--- src/sha1_pkg.sv ---
// Shared types and constants for the SHA-1 message hasher.
// No dependencies; used by sha1_ctrl, sha1_dp, sha1_message_hasher and its testbench.
`default_nettype none

package sha1_pkg;

  // Source of the byte shifted into the block register
  typedef enum logic [1:0] {
    SEL_DATA,
    SEL_PAD,
    SEL_ZERO,
    SEL_LEN
  } byte_sel_e;

  // Round group, picks the mixing function and the round constant
  typedef enum logic [1:0] {
    STAGE_CH,
    STAGE_PAR1,
    STAGE_MAJ,
    STAGE_PAR2
  } round_stage_e;

  // Kind codes on the input channel
  localparam logic KIND_BYTE   = 1'b0;
  localparam logic KIND_FINISH = 1'b1;

  localparam int unsigned NUM_HASH_WORDS = 5;
  localparam int unsigned NUM_ROUNDS     = 80;

  localparam logic [7:0]  PAD_BYTE = 8'h80;
  localparam logic [5:0]  FILL_LAST = 6'd63;  // last byte slot of a block
  localparam logic [5:0]  FILL_LEN  = 6'd55;  // last slot before the length field
  localparam logic [2:0]  LEN_LAST  = 3'd7;
  localparam logic [2:0]  WORD_LAST = 3'd4;
  localparam logic [6:0]  ROUND_LAST = 7'd79;

  localparam logic [31:0] HASH_INIT [NUM_HASH_WORDS] = '{
    32'h67452301, 32'hEFCDAB89, 32'h98BADCFE, 32'h10325476, 32'hC3D2E1F0
  };

  // Commands from the controller to the datapath
  typedef struct packed {
    logic         shift;      // shift one byte into the block
    byte_sel_e    sel;
    logic         count_inc;  // message byte, bump the length
    logic         load_work;  // copy hash words into working variables
    logic         round_en;   // run one compression round
    round_stage_e stage;
    logic         add_en;     // fold working variables into the hash
    logic         clr_hash;   // restart for the next message
    logic [2:0]   len_idx;
    logic [2:0]   out_idx;
  } cmd_t;

  function automatic logic [31:0] round_const(round_stage_e stage);
    logic [31:0] k;
    unique case (stage)
      STAGE_CH:   k = 32'h5A827999;
      STAGE_PAR1: k = 32'h6ED9EBA1;
      STAGE_MAJ:  k = 32'h8F1BBCDC;
      default:    k = 32'hCA62C1D6;
    endcase
    return k;
  endfunction

endpackage

`default_nettype wire

--- src/sha1_ctrl.sv ---
// Controller of the SHA-1 hasher: sequences bytes, padding, rounds and output.
// Depends on sha1_pkg.
`default_nettype none

module sha1_ctrl (
  input  wire logic          clk_i,
  input  wire logic          rst_ni,
  input  wire logic          in_valid_i,
  output logic               in_ready_o,
  input  wire logic          kind_i,
  output logic               out_valid_o,
  input  wire logic          out_ready_i,
  input  wire logic [5:0]    fill_i,
  output sha1_pkg::cmd_t     cmd_o
);

  localparam logic [2:0] ST_IDLE  = 3'd0;
  localparam logic [2:0] ST_ROUND = 3'd1;
  localparam logic [2:0] ST_ADD   = 3'd2;
  localparam logic [2:0] ST_PAD   = 3'd3;
  localparam logic [2:0] ST_LEN   = 3'd4;
  localparam logic [2:0] ST_EMIT  = 3'd5;

  logic [2:0] state_q, state_d;
  logic [6:0] round_q, round_d;
  logic [2:0] len_q, len_d;
  logic [2:0] out_q, out_d;
  logic       first_q, first_d;   // next padding byte is the 0x80 marker
  logic       padding_q, padding_d; // padding resumes after this compression
  logic       final_q, final_d;   // this compression is the last of the message
  logic       in_acc, out_acc;

  assign in_ready_o  = (state_q == ST_IDLE);
  assign out_valid_o = (state_q == ST_EMIT);
  assign in_acc      = in_valid_i && in_ready_o;
  assign out_acc     = out_valid_o && out_ready_i;

  // Next state and commands
  always_comb begin
    state_d   = state_q;
    round_d   = round_q;
    len_d     = len_q;
    out_d     = out_q;
    first_d   = first_q;
    padding_d = padding_q;
    final_d   = final_q;

    cmd_o           = '0;
    cmd_o.sel       = sha1_pkg::SEL_DATA;
    cmd_o.len_idx   = len_q;
    cmd_o.out_idx   = out_q;
    if (round_q < 7'd20) begin
      cmd_o.stage = sha1_pkg::STAGE_CH;
    end else if (round_q < 7'd40) begin
      cmd_o.stage = sha1_pkg::STAGE_PAR1;
    end else if (round_q < 7'd60) begin
      cmd_o.stage = sha1_pkg::STAGE_MAJ;
    end else begin
      cmd_o.stage = sha1_pkg::STAGE_PAR2;
    end

    unique case (state_q)
      ST_IDLE: begin
        if (in_acc) begin
          if (kind_i == sha1_pkg::KIND_BYTE) begin
            cmd_o.shift     = 1'b1;
            cmd_o.count_inc = 1'b1;
            if (fill_i == sha1_pkg::FILL_LAST) begin
              cmd_o.load_work = 1'b1;
              padding_d       = 1'b0;
              final_d         = 1'b0;
              state_d         = ST_ROUND;
            end
          end else begin
            first_d = 1'b1;
            state_d = ST_PAD;
          end
        end
      end
      ST_PAD: begin
        cmd_o.shift = 1'b1;
        cmd_o.sel   = first_q ? sha1_pkg::SEL_PAD : sha1_pkg::SEL_ZERO;
        first_d     = 1'b0;
        if (fill_i == sha1_pkg::FILL_LEN) begin
          len_d   = '0;
          state_d = ST_LEN;
        end else if (fill_i == sha1_pkg::FILL_LAST) begin
          cmd_o.load_work = 1'b1;
          padding_d       = 1'b1;
          state_d         = ST_ROUND;
        end
      end
      ST_LEN: begin
        cmd_o.shift = 1'b1;
        cmd_o.sel   = sha1_pkg::SEL_LEN;
        len_d       = len_q + 3'd1;
        if (len_q == sha1_pkg::LEN_LAST) begin
          cmd_o.load_work = 1'b1;
          padding_d       = 1'b0;
          final_d         = 1'b1;
          state_d         = ST_ROUND;
        end
      end
      ST_ROUND: begin
        cmd_o.round_en = 1'b1;
        if (round_q == sha1_pkg::ROUND_LAST) begin
          round_d = '0;
          state_d = ST_ADD;
        end else begin
          round_d = round_q + 7'd1;
        end
      end
      ST_ADD: begin
        cmd_o.add_en = 1'b1;
        if (final_q) begin
          out_d   = '0;
          state_d = ST_EMIT;
        end else if (padding_q) begin
          padding_d = 1'b0;
          first_d   = 1'b0;
          state_d   = ST_PAD;
        end else begin
          state_d = ST_IDLE;
        end
      end
      ST_EMIT: begin
        if (out_acc) begin
          if (out_q == sha1_pkg::WORD_LAST) begin
            cmd_o.clr_hash = 1'b1;
            final_d        = 1'b0;
            state_d        = ST_IDLE;
          end else begin
            out_d = out_q + 3'd1;
          end
        end
      end
      default: begin
        state_d = ST_IDLE;
      end
    endcase
  end

  // State registers
  always_ff @(posedge clk_i or negedge rst_ni) begin
    if (!rst_ni) begin
      state_q   <= ST_IDLE;
      round_q   <= '0;
      len_q     <= '0;
      out_q     <= '0;
      first_q   <= 1'b0;
      padding_q <= 1'b0;
      final_q   <= 1'b0;
    end else begin
      state_q   <= state_d;
      round_q   <= round_d;
      len_q     <= len_d;
      out_q     <= out_d;
      first_q   <= first_d;
      padding_q <= padding_d;
      final_q   <= final_d;
    end
  end

endmodule

`default_nettype wire

--- src/sha1_dp.sv ---
// Datapath of the SHA-1 hasher: block/schedule register, round unit, hash words.
// Depends on sha1_pkg; driven by sha1_ctrl.
`default_nettype none

module sha1_dp (
  input  wire logic           clk_i,
  input  wire logic           rst_ni,
  input  wire sha1_pkg::cmd_t cmd_i,
  input  wire logic [7:0]     data_byte_i,
  output logic [5:0]          fill_o,
  output logic [31:0]         digest_word_o
);

  logic [511:0] blk_q;          // word 0 in the top bits
  logic [5:0]   fill_q;
  logic [60:0]  count_q;
  logic [31:0]  hash_q [sha1_pkg::NUM_HASH_WORDS];
  logic [31:0]  a_q, b_q, c_q, d_q, e_q;

  logic [63:0]  bit_count;
  logic [7:0]   len_byte;
  logic [7:0]   in_byte;
  logic [31:0]  w0, w_new, w_new_x, f, t;

  assign fill_o    = fill_q;
  assign bit_count = {count_q, 3'b000};
  assign len_byte  = 8'(bit_count >> {~cmd_i.len_idx, 3'b000});

  // Byte source
  always_comb begin
    case (cmd_i.sel)
      sha1_pkg::SEL_DATA: in_byte = data_byte_i;
      sha1_pkg::SEL_PAD:  in_byte = sha1_pkg::PAD_BYTE;
      sha1_pkg::SEL_LEN:  in_byte = len_byte;
      default:            in_byte = 8'h00;
    endcase
  end

  // Message schedule: w[16+] from words 0, 2, 8 and 13 of the window
  assign w0      = blk_q[511:480];
  assign w_new_x = blk_q[95:64] ^ blk_q[255:224] ^ blk_q[447:416] ^ w0;
  assign w_new   = {w_new_x[30:0], w_new_x[31]};

  // Round function
  always_comb begin
    case (cmd_i.stage)
      sha1_pkg::STAGE_CH:  f = (b_q & c_q) | (~b_q & d_q);
      sha1_pkg::STAGE_MAJ: f = (b_q & c_q) | (b_q & d_q) | (c_q & d_q);
      default:             f = b_q ^ c_q ^ d_q;
    endcase
  end
  assign t = {a_q[26:0], a_q[31:27]} + f + e_q + sha1_pkg::round_const(cmd_i.stage) + w0;

  // Block register, shared by byte loading and the schedule
  always_ff @(posedge clk_i) begin
    if (cmd_i.shift) begin
      blk_q <= {blk_q[503:0], in_byte};
    end else if (cmd_i.round_en) begin
      blk_q <= {blk_q[479:0], w_new};
    end
  end

  // Working variables
  always_ff @(posedge clk_i) begin
    if (cmd_i.load_work) begin
      a_q <= hash_q[0];
      b_q <= hash_q[1];
      c_q <= hash_q[2];
      d_q <= hash_q[3];
      e_q <= hash_q[4];
    end else if (cmd_i.round_en) begin
      a_q <= t;
      b_q <= a_q;
      c_q <= {b_q[1:0], b_q[31:2]};
      d_q <= c_q;
      e_q <= d_q;
    end
  end

  // Fill, length and hash words
  always_ff @(posedge clk_i or negedge rst_ni) begin
    if (!rst_ni) begin
      fill_q  <= '0;
      count_q <= '0;
      hash_q  <= sha1_pkg::HASH_INIT;
    end else begin
      if (cmd_i.shift) begin
        fill_q <= fill_q + 6'd1;
      end
      if (cmd_i.clr_hash) begin
        count_q <= '0;
        hash_q  <= sha1_pkg::HASH_INIT;
      end else begin
        if (cmd_i.count_inc) begin
          count_q <= count_q + 61'd1;
        end
        if (cmd_i.add_en) begin
          hash_q[0] <= hash_q[0] + a_q;
          hash_q[1] <= hash_q[1] + b_q;
          hash_q[2] <= hash_q[2] + c_q;
          hash_q[3] <= hash_q[3] + d_q;
          hash_q[4] <= hash_q[4] + e_q;
        end
      end
    end
  end

  // Digest word select
  always_comb begin
    case (cmd_i.out_idx)
      3'd0:    digest_word_o = hash_q[0];
      3'd1:    digest_word_o = hash_q[1];
      3'd2:    digest_word_o = hash_q[2];
      3'd3:    digest_word_o = hash_q[3];
      default: digest_word_o = hash_q[4];
    endcase
  end

endmodule

`default_nettype wire

--- src/sha1_message_hasher.sv ---
// Channel  | dir | tdata (low bit up)                    | tuser / tlast
// s_axis   | in  | data_byte[7:0]                        | tuser = kind
// m_axis   | out | digest_word[31:0], word_index[34:32] | tlast = last
//
// Bytes go in back to back; every 64th starts a compression (80 rounds in one
// round unit, then the hash fold). A finish request shifts padding and the
// length one byte a cycle between compressions, runs one or two compressions,
// then offers five words. Reset is asynchronous, active low, and loads the
// initial hash. Input is held off during compression, padding and output;
// output stalls freely. Top level: sha1_ctrl and sha1_dp, package sha1_pkg.
`default_nettype none

module sha1_message_hasher (
  input  wire logic        clk_i,
  input  wire logic        rst_ni,
  input  wire logic        s_axis_tvalid_i,
  output logic             s_axis_tready_o,
  input  wire logic [7:0]  s_axis_tdata_i,   // [7:0] data_byte
  input  wire logic        s_axis_tuser_i,   // [0] kind
  output logic             m_axis_tvalid_o,
  input  wire logic        m_axis_tready_i,
  output logic [39:0]      m_axis_tdata_o,   // [31:0] digest_word, [34:32] word_index
  output logic             m_axis_tlast_o
);

  sha1_pkg::cmd_t cmd;
  logic [5:0]     fill;
  logic [31:0]    digest_word;

  sha1_ctrl u_ctrl (
    .clk_i       (clk_i),
    .rst_ni      (rst_ni),
    .in_valid_i  (s_axis_tvalid_i),
    .in_ready_o  (s_axis_tready_o),
    .kind_i      (s_axis_tuser_i),
    .out_valid_o (m_axis_tvalid_o),
    .out_ready_i (m_axis_tready_i),
    .fill_i      (fill),
    .cmd_o       (cmd)
  );

  sha1_dp u_dp (
    .clk_i         (clk_i),
    .rst_ni        (rst_ni),
    .cmd_i         (cmd),
    .data_byte_i   (s_axis_tdata_i),
    .fill_o        (fill),
    .digest_word_o (digest_word)
  );

  // Result packing
  assign m_axis_tdata_o = {5'b00000, cmd.out_idx, digest_word};
  assign m_axis_tlast_o = (cmd.out_idx == sha1_pkg::WORD_LAST);

endmodule

`default_nettype wire

--- config.mk ---
export PLATFORM = sky130hd
export DESIGN_NAME = sha1_message_hasher
export DESIGN_NICKNAME = d
export VERILOG_FILES = /design/src/sha1_pkg.sv /design/src/sha1_ctrl.sv /design/src/sha1_dp.sv /design/src/sha1_message_hasher.sv
export SDC_FILE = /design/constraint.sdc
export NUM_CORES = 2
export LEC_CHECK = 0
export BUFFER_PORTS_ARGS = -buffer_cell sky130_fd_sc_hd__buf_2
export CAP_MARGIN = 0
export CORE_ASPECT_RATIO = 0.7
export CORE_MARGIN = 5
export CORE_UTILIZATION = 35
export DETAILED_ROUTE_END_ITERATION = 16
export GPL_ROUTABILITY_DRIVEN = 0
export PLACE_DENSITY_LB_ADDON = 0.05
export SLEW_MARGIN = 20
export SYNTH_ARGS = -nofsm -noshare
export SYNTH_HDL_FRONTEND = slang
export SYNTH_SLANG_ARGS = --single-unit
--- constraint.sdc ---
create_clock -name clk_i -period 34.4 [get_ports clk_i]
set_clock_uncertainty 0.1 [all_clocks]
set_input_delay 10.32 -clock clk_i [delete_from_list [all_inputs] [get_ports clk_i]]
set_output_delay 10.32 -clock clk_i [all_outputs]
set_load 0.02 [all_outputs]
# Yosys cells after proc, flatten, opt, wreduce, memory -nomap -nowiden
# Index checks and enable logic that the tools add are counted.
[word_totals]
output_inout_bits = 43
reg_bits = 918
wordCells = 181
[op_classes]
order_cmp = 3
reduce_logical = 22
shift = 1
eq_ne = 32
n_bitwise = 14
mux = 75
n_addsub = 14
[op_table]
columns = ["op", "count"]
rows = [
  ["two-way mux 512 bit", 2],
  ["two-way mux 160 bit", 2],
  ["two-way mux 32 bit", 10],
  ["adder 32 bit", 9],
  ["XOR 32 bit", 5],
  ["bitwise AND 32 bit", 4],
  ["one-hot mux 32 bit (4 select lines)", 1],
  ["two-way mux 61 bit", 2],
  ["bitwise OR 32 bit", 3],
  ["one-hot mux 32 bit (3 select lines)", 1],
  ["one-hot mux 32 bit (2 select lines)", 1],
  ["right shift 64 x 6 -> 8 bit", 1],
  ["adder 61 x 1 -> 61 bit, second input constant", 1],
  ["two-way mux 3 bit", 13],
  ["NOT 32 bit", 1],
  ["two-way mux 1 bit", 26],
  ["one-hot mux 8 bit (3 select lines)", 1],
  ["inequality test 2 bit, second input constant", 9],
  ["one-hot mux 3 bit (6 select lines)", 1],
  ["< comparator 7 x 6 -> 1 bit, second input constant", 2],
  ["equality test 3 x 2 -> 1 bit, second input constant", 4],
  ["equality test 3 bit, second input constant", 4],
  ["equality test 6 bit, second input constant", 2],
  ["two-way mux 2 bit", 6],
  ["28 further kinds", 50],
]

# Longest topological paths before layout
[depth]
depth_word = 12
ltp_mapped = 27
mapped_depth_nobuf = 26

# Cells and area by module
# A second synthesis with hierarchy kept.
[unflattened]
hier_cells = 4646
hier_area_um2 = 54149.4
[modules_own_cells]
columns = ["module", "area_each_um2", "instances", "seq_area_each_um2", "cells_per_inst"]
rows = [
  ["sha1_dp", 52819.4, 1, 25959.9, 4492],
  ["sha1_ctrl", 1276.2, 1, 475.5, 147],
  ["sha1_message_hasher", 53.8, 1, 0.0, 7],
]

# Worst setup path before layout
# No wires, ideal clock.
[synth_path]
kind = "in2reg"
startpoint = "input s_axis_tvalid_i"
endpoint = "register u_dp.blk_q[0], enable pin"
path_stages = 7
t_arrival_ns = 19.902
path_slack_ns = 10.712
setup_ns = 3.686
cell_sequence = "nor2b_1 -> o21ai_0 -> and2_1 -> clkbuf_1 -> clkbuf_1 -> clkbuf_1 -> nand2_1"
[synth_via]
elab_chain_cells = 4
[synth_lines]
columns = ["element", "line_no", "rtl"]
rows = [
  ["from (decl)", "sha1_message_hasher.sv:16", "input wire logic s_axis_tvalid_i,"],
  ["logical AND 1 bit", "sha1_ctrl.sv:35", "assign in_acc = in_valid_i && in_ready_o;"],
  ["two-way mux 1 bit", "sha1_ctrl.sv:64", "if (in_acc) begin"],
  ["one-hot mux 1 bit (2 select lines)", "sha1_ctrl.sv:62", "unique case (state_q)"],
  ["nonzero test 2 bit (no line)", "-", ""],
  ["to (signal assigned)", "sha1_dp.sv:57", "blk_q <= {blk_q[503:0], in_byte};"],
  ["to (signal assigned)", "sha1_dp.sv:59", "blk_q <= {blk_q[479:0], w_new};"],
  ["to (decl)", "sha1_dp.sv:14", "logic [511:0] blk_q;"],
]
# Every way passes these cells.
# A chain may end at the register's enable or synchronous reset.

# Final worst setup path
[layout_path]
startpoint = "input s_axis_tuser_i"
endpoint = "register u_dp.blk_q[231], enable pin"
[layout_via]
elab_chain_cells = 4
[layout_lines]
columns = ["element", "line_no", "rtl"]
rows = [
  ["from (decl)", "sha1_message_hasher.sv:19", "input wire logic s_axis_tuser_i,"],
  ["two-way mux 1 bit", "sha1_ctrl.sv:65", "if (kind_i == sha1_pkg::KIND_BYTE) begin"],
  ["two-way mux 1 bit", "sha1_ctrl.sv:64", ""],
  ["one-hot mux 1 bit (2 select lines)", "sha1_ctrl.sv:62", ""],
  ["nonzero test 2 bit (no line)", "-", ""],
]
# Every way passes these cells.

==> results.sh <==
export IMPL_synth_area_um2=53730
export IMPL_io_buffer_count=50
export IMPL_synth_top_area_share=0.3756
export IMPL_initial_core_util=0.3519
export IMPL_grt_util_met1=0.3386
export IMPL_ys_flop_type="edfxtp_1"
export IMPL_layout_nets=6029
export IMPL_drtIter0Drc=3647
export IMPL_cp_start_kind="primary input"
export IMPL_hold_path_depth=1
export IMPL_core_area_um2=152700
export IMPL_synth_adder_area_share=0.09497
export IMPL_numCtsBuffers=103
export IMPL_rows=120
export IMPL_synth_distinct_cells=89
export IMPL_dieArea_um2=161600
export IMPL_ff2ff_path_depth=27
export IMPL_hold_buffers=0
export IMPL_path_cells="buf_2 -> nor2b_1 -> o21ai_0 -> and2_4 -> nand2_4 -> buf_4 -> buf_12 -> buf_4"
export IMPL_h_tree_depth=3
export IMPL_met3_usage=0.03790
export IMPL_drv_slew=0
export IMPL_synthTopCellsByArea="edfxtp_1 (38%), nand2_1 (14%), dfrtp_1 (7.7%)"
export IMPL_fp_dieH_um=337.8
export IMPL_vias_per_cell=5.174
export IMPL_dp_final_hpwl_um=114300
export IMPL_critPathMaxFanout=140
export IMPL_cts_resized=0
export IMPL_grt_pass1_vias=38072
export IMPL_grt_use_total=0.2035
export IMPL_synthCells=5731
export IMPL_yosys_top_cells_count="nand2_1 (2,026), edfxtp_1 (672), o21ai_0 (292), inv_1 (243), a21oi_1 (238)"
export IMPL_synth_xor_area_frac=0.05086
export IMPL_cp_slowest_cell="buf_4"
export IMPL_hold_viol=0
export IMPL_synth_most_common_cell="nand2_1"
export IMPL_status="completed"
export IMPL_worstPathRequired_ps=34640
export IMPL_grt_max_degree=203
export IMPL_async_flop_share=0.2680
export IMPL_max_clock_freq_ghz=0.06867
export IMPL_tightest_slew_ps=1089
export IMPL_synth_edf_count=672
export IMPL_cpPeakStageDelay_ps=830
export IMPL_synth_compound_area_share=0.1102
export IMPL_cts_tree="yes"
export IMPL_cts_root_buf="clkbuf_16"
export IMPL_synth_warning_count=0
export IMPL_yosys_area_top_type="edfxtp_1"
export IMPL_gr_usage_met2=0.2712
export IMPL_clk_latency_ps=730
export IMPL_pin_count=56
export IMPL_yosys_mux_area_fraction=0.01456
export IMPL_post_route_period_util=0.4233
export IMPL_max_slew_margin_rel=0.2645
export IMPL_postRouteAntennaNets=0
export IMPL_critPathKind="in2reg"
export IMPL_drt_pass1_iterations=5
export IMPL_drt_total_wl_um=166600
export IMPL_cap_violations=0
export IMPL_ys_seq_area_frac=0.4920
export IMPL_drcViolationCount=0
export IMPL_post_drt_wl_per_cell_um=21.40
export IMPL_post_cts_buffers=0
export IMPL_grt_busiest_layer="met1"
export IMPL_tns_ps=0
export IMPL_crit_path_frequent_cell="buf_4"
export IMPL_endpoint_kind="register"
export IMPL_clock_tree_buffer_depth=3
export IMPL_numClockSinks=918
export IMPL_grt_pass1_wl_um=251500
export IMPL_die_w_um=478.3
export IMPL_antenna_found_initial=10
export IMPL_min_path_type="reg2reg"
export IMPL_overflow=0
export IMPL_rsz0062_at_grt="no"
export IMPL_area_delta_synth_final_pct=10.67
export IMPL_synth_seq_cells=918
export IMPL_synth_top_family_by_area="simple AND/OR/NAND/NOR gates"
export IMPL_clkTransAtPathRegs_ps=60
export IMPL_cp_arrival_ps=14800
export IMPL_drive_gt1_frac=0.07380
export IMPL_period_needed_ps=14560
export IMPL_setup_viol=0
export IMPL_synthSimpleGateAreaFrac=0.2009
export IMPL_syn_area_per_cell_um2=9.375
export IMPL_vias=40288
worst max-delay path, delay by kind of cell:
family | cells | cell delay, ps
compound gates | 1 | 300
simple gates | 3 | 1540
buf+inv | 4 | 2360
cell families after synthesis:
logic type	after synthesis
compound gates	950
simple gates	2650
mux	58
flops	918
xor+xnor	312
other cells	1
buf+inv	509
fa+ha+maj	333
worst paths after layout:
kind / start / end / slack (ps)
min: u_dp.fill_o[5] / u_dp.fill_o[5] / 370
min reg2reg: u_dp.fill_o[5] / u_dp.fill_o[5] / 370
max in group asynchronous: rst_ni / u_dp.hash_q[143] / 21660
max: s_axis_tuser_i / u_dp.blk_q[231] / 19840
max reg2reg: u_ctrl.round_q[5] / u_dp.a_q[31] / 25360
min in group asynchronous: rst_ni / u_dp.count_q[53] / 9580
metrics by stage:
stage / cells / hold WS (ps) / cell area [um^2] / setup slack, ps / utilization
final: 7786 / 368.9 / 59460 / 19840 / 0.3894
after floorplan: 5735 / 334.2 / 53740 / 10710 / -
after global routing: 7786 / 378.4 / 59460 / 19460 / 0.3894
after global placement: 7592 / 349.9 / 56090 / 19000 / 0.3673
after CTS: 7785 / 368.6 / 59450 / 19780 / 0.3894
after detailed placement: 7592 / 356.2 / 56090 / 18980 / 0.3673
per-layer routing:
| layer | routed length, um | share of wire |
|---|---|---|
| met1 | 89780 | 0.54 |
| met2 | 64640 | 0.39 |
| met3 | 9781 | 0.059 |
| met4 | 2418 | 0.015 |
| met5 | 0 | 0 |
registers in the layout (all words and copies together) (netlist names):
| name | flops |
|---|---|
| u_ctrl.len_q | 3 |
| u_dp.e_q | 32 |
| u_ctrl.round_q | 7 |
| u_ctrl.first_q | 1 |
| u_ctrl.out_q | 3 |
| u_dp.a_q | 32 |
| u_ctrl.padding_q | 1 |
| u_dp.fill_o | 6 |
| u_ctrl.final_q | 1 |
| u_dp.c_q | 32 |
| u_dp.b_q | 32 |
| u_ctrl.state_q | 3 |
| u_dp.count_q | 61 |
| u_dp.hash_q | 160 |
| u_dp.d_q | 32 |
| u_dp.blk_q | 512 |
placed cells by master, fill, tap and decap left out, types with 15 or more instances in the layout:
cell type	n
nand2_1	2022
edfxtp_1	672
o21ai_0	292
inv_1	243
a21oi_1	237
nor2_1	230
ha_1	207
xnor2_1	184
dfrtp_1	166
nand3_1	131
xor2_1	128
fa_1	125
clkbuf_16	106
a21o_1	93
a22oi_1	86
dfstp_2	80
nor3_1	64
buf_4	54
o21a_1	53
buf_2	49
and3_1	35
mux2_2	31
nand2b_1	30
a211oi_1	25
or3_1	25
nand4_1	23
clkinv_2	22
nor2b_1	21
clkinv_1	21
clkbuf_1	19
a31oi_1	17
o31ai_1	16
a221o_1	15
final cells by class:
type,instances,area [um^2]
Antenna cell,1,2.502
Clock buffer,138,2903
Clock inverter,55,460.4
Fill cell,15474,93240
Inverter,244,915.9
Multi-Input combinational cell,4308,25460
Sequential cell,918,26440
Tap cell,2013,2519
Timing Repair Buffer,109,765.7
Power is not shown: default switching activity piles up to over one toggle a cycle in this logic, so the estimate is an artifact.
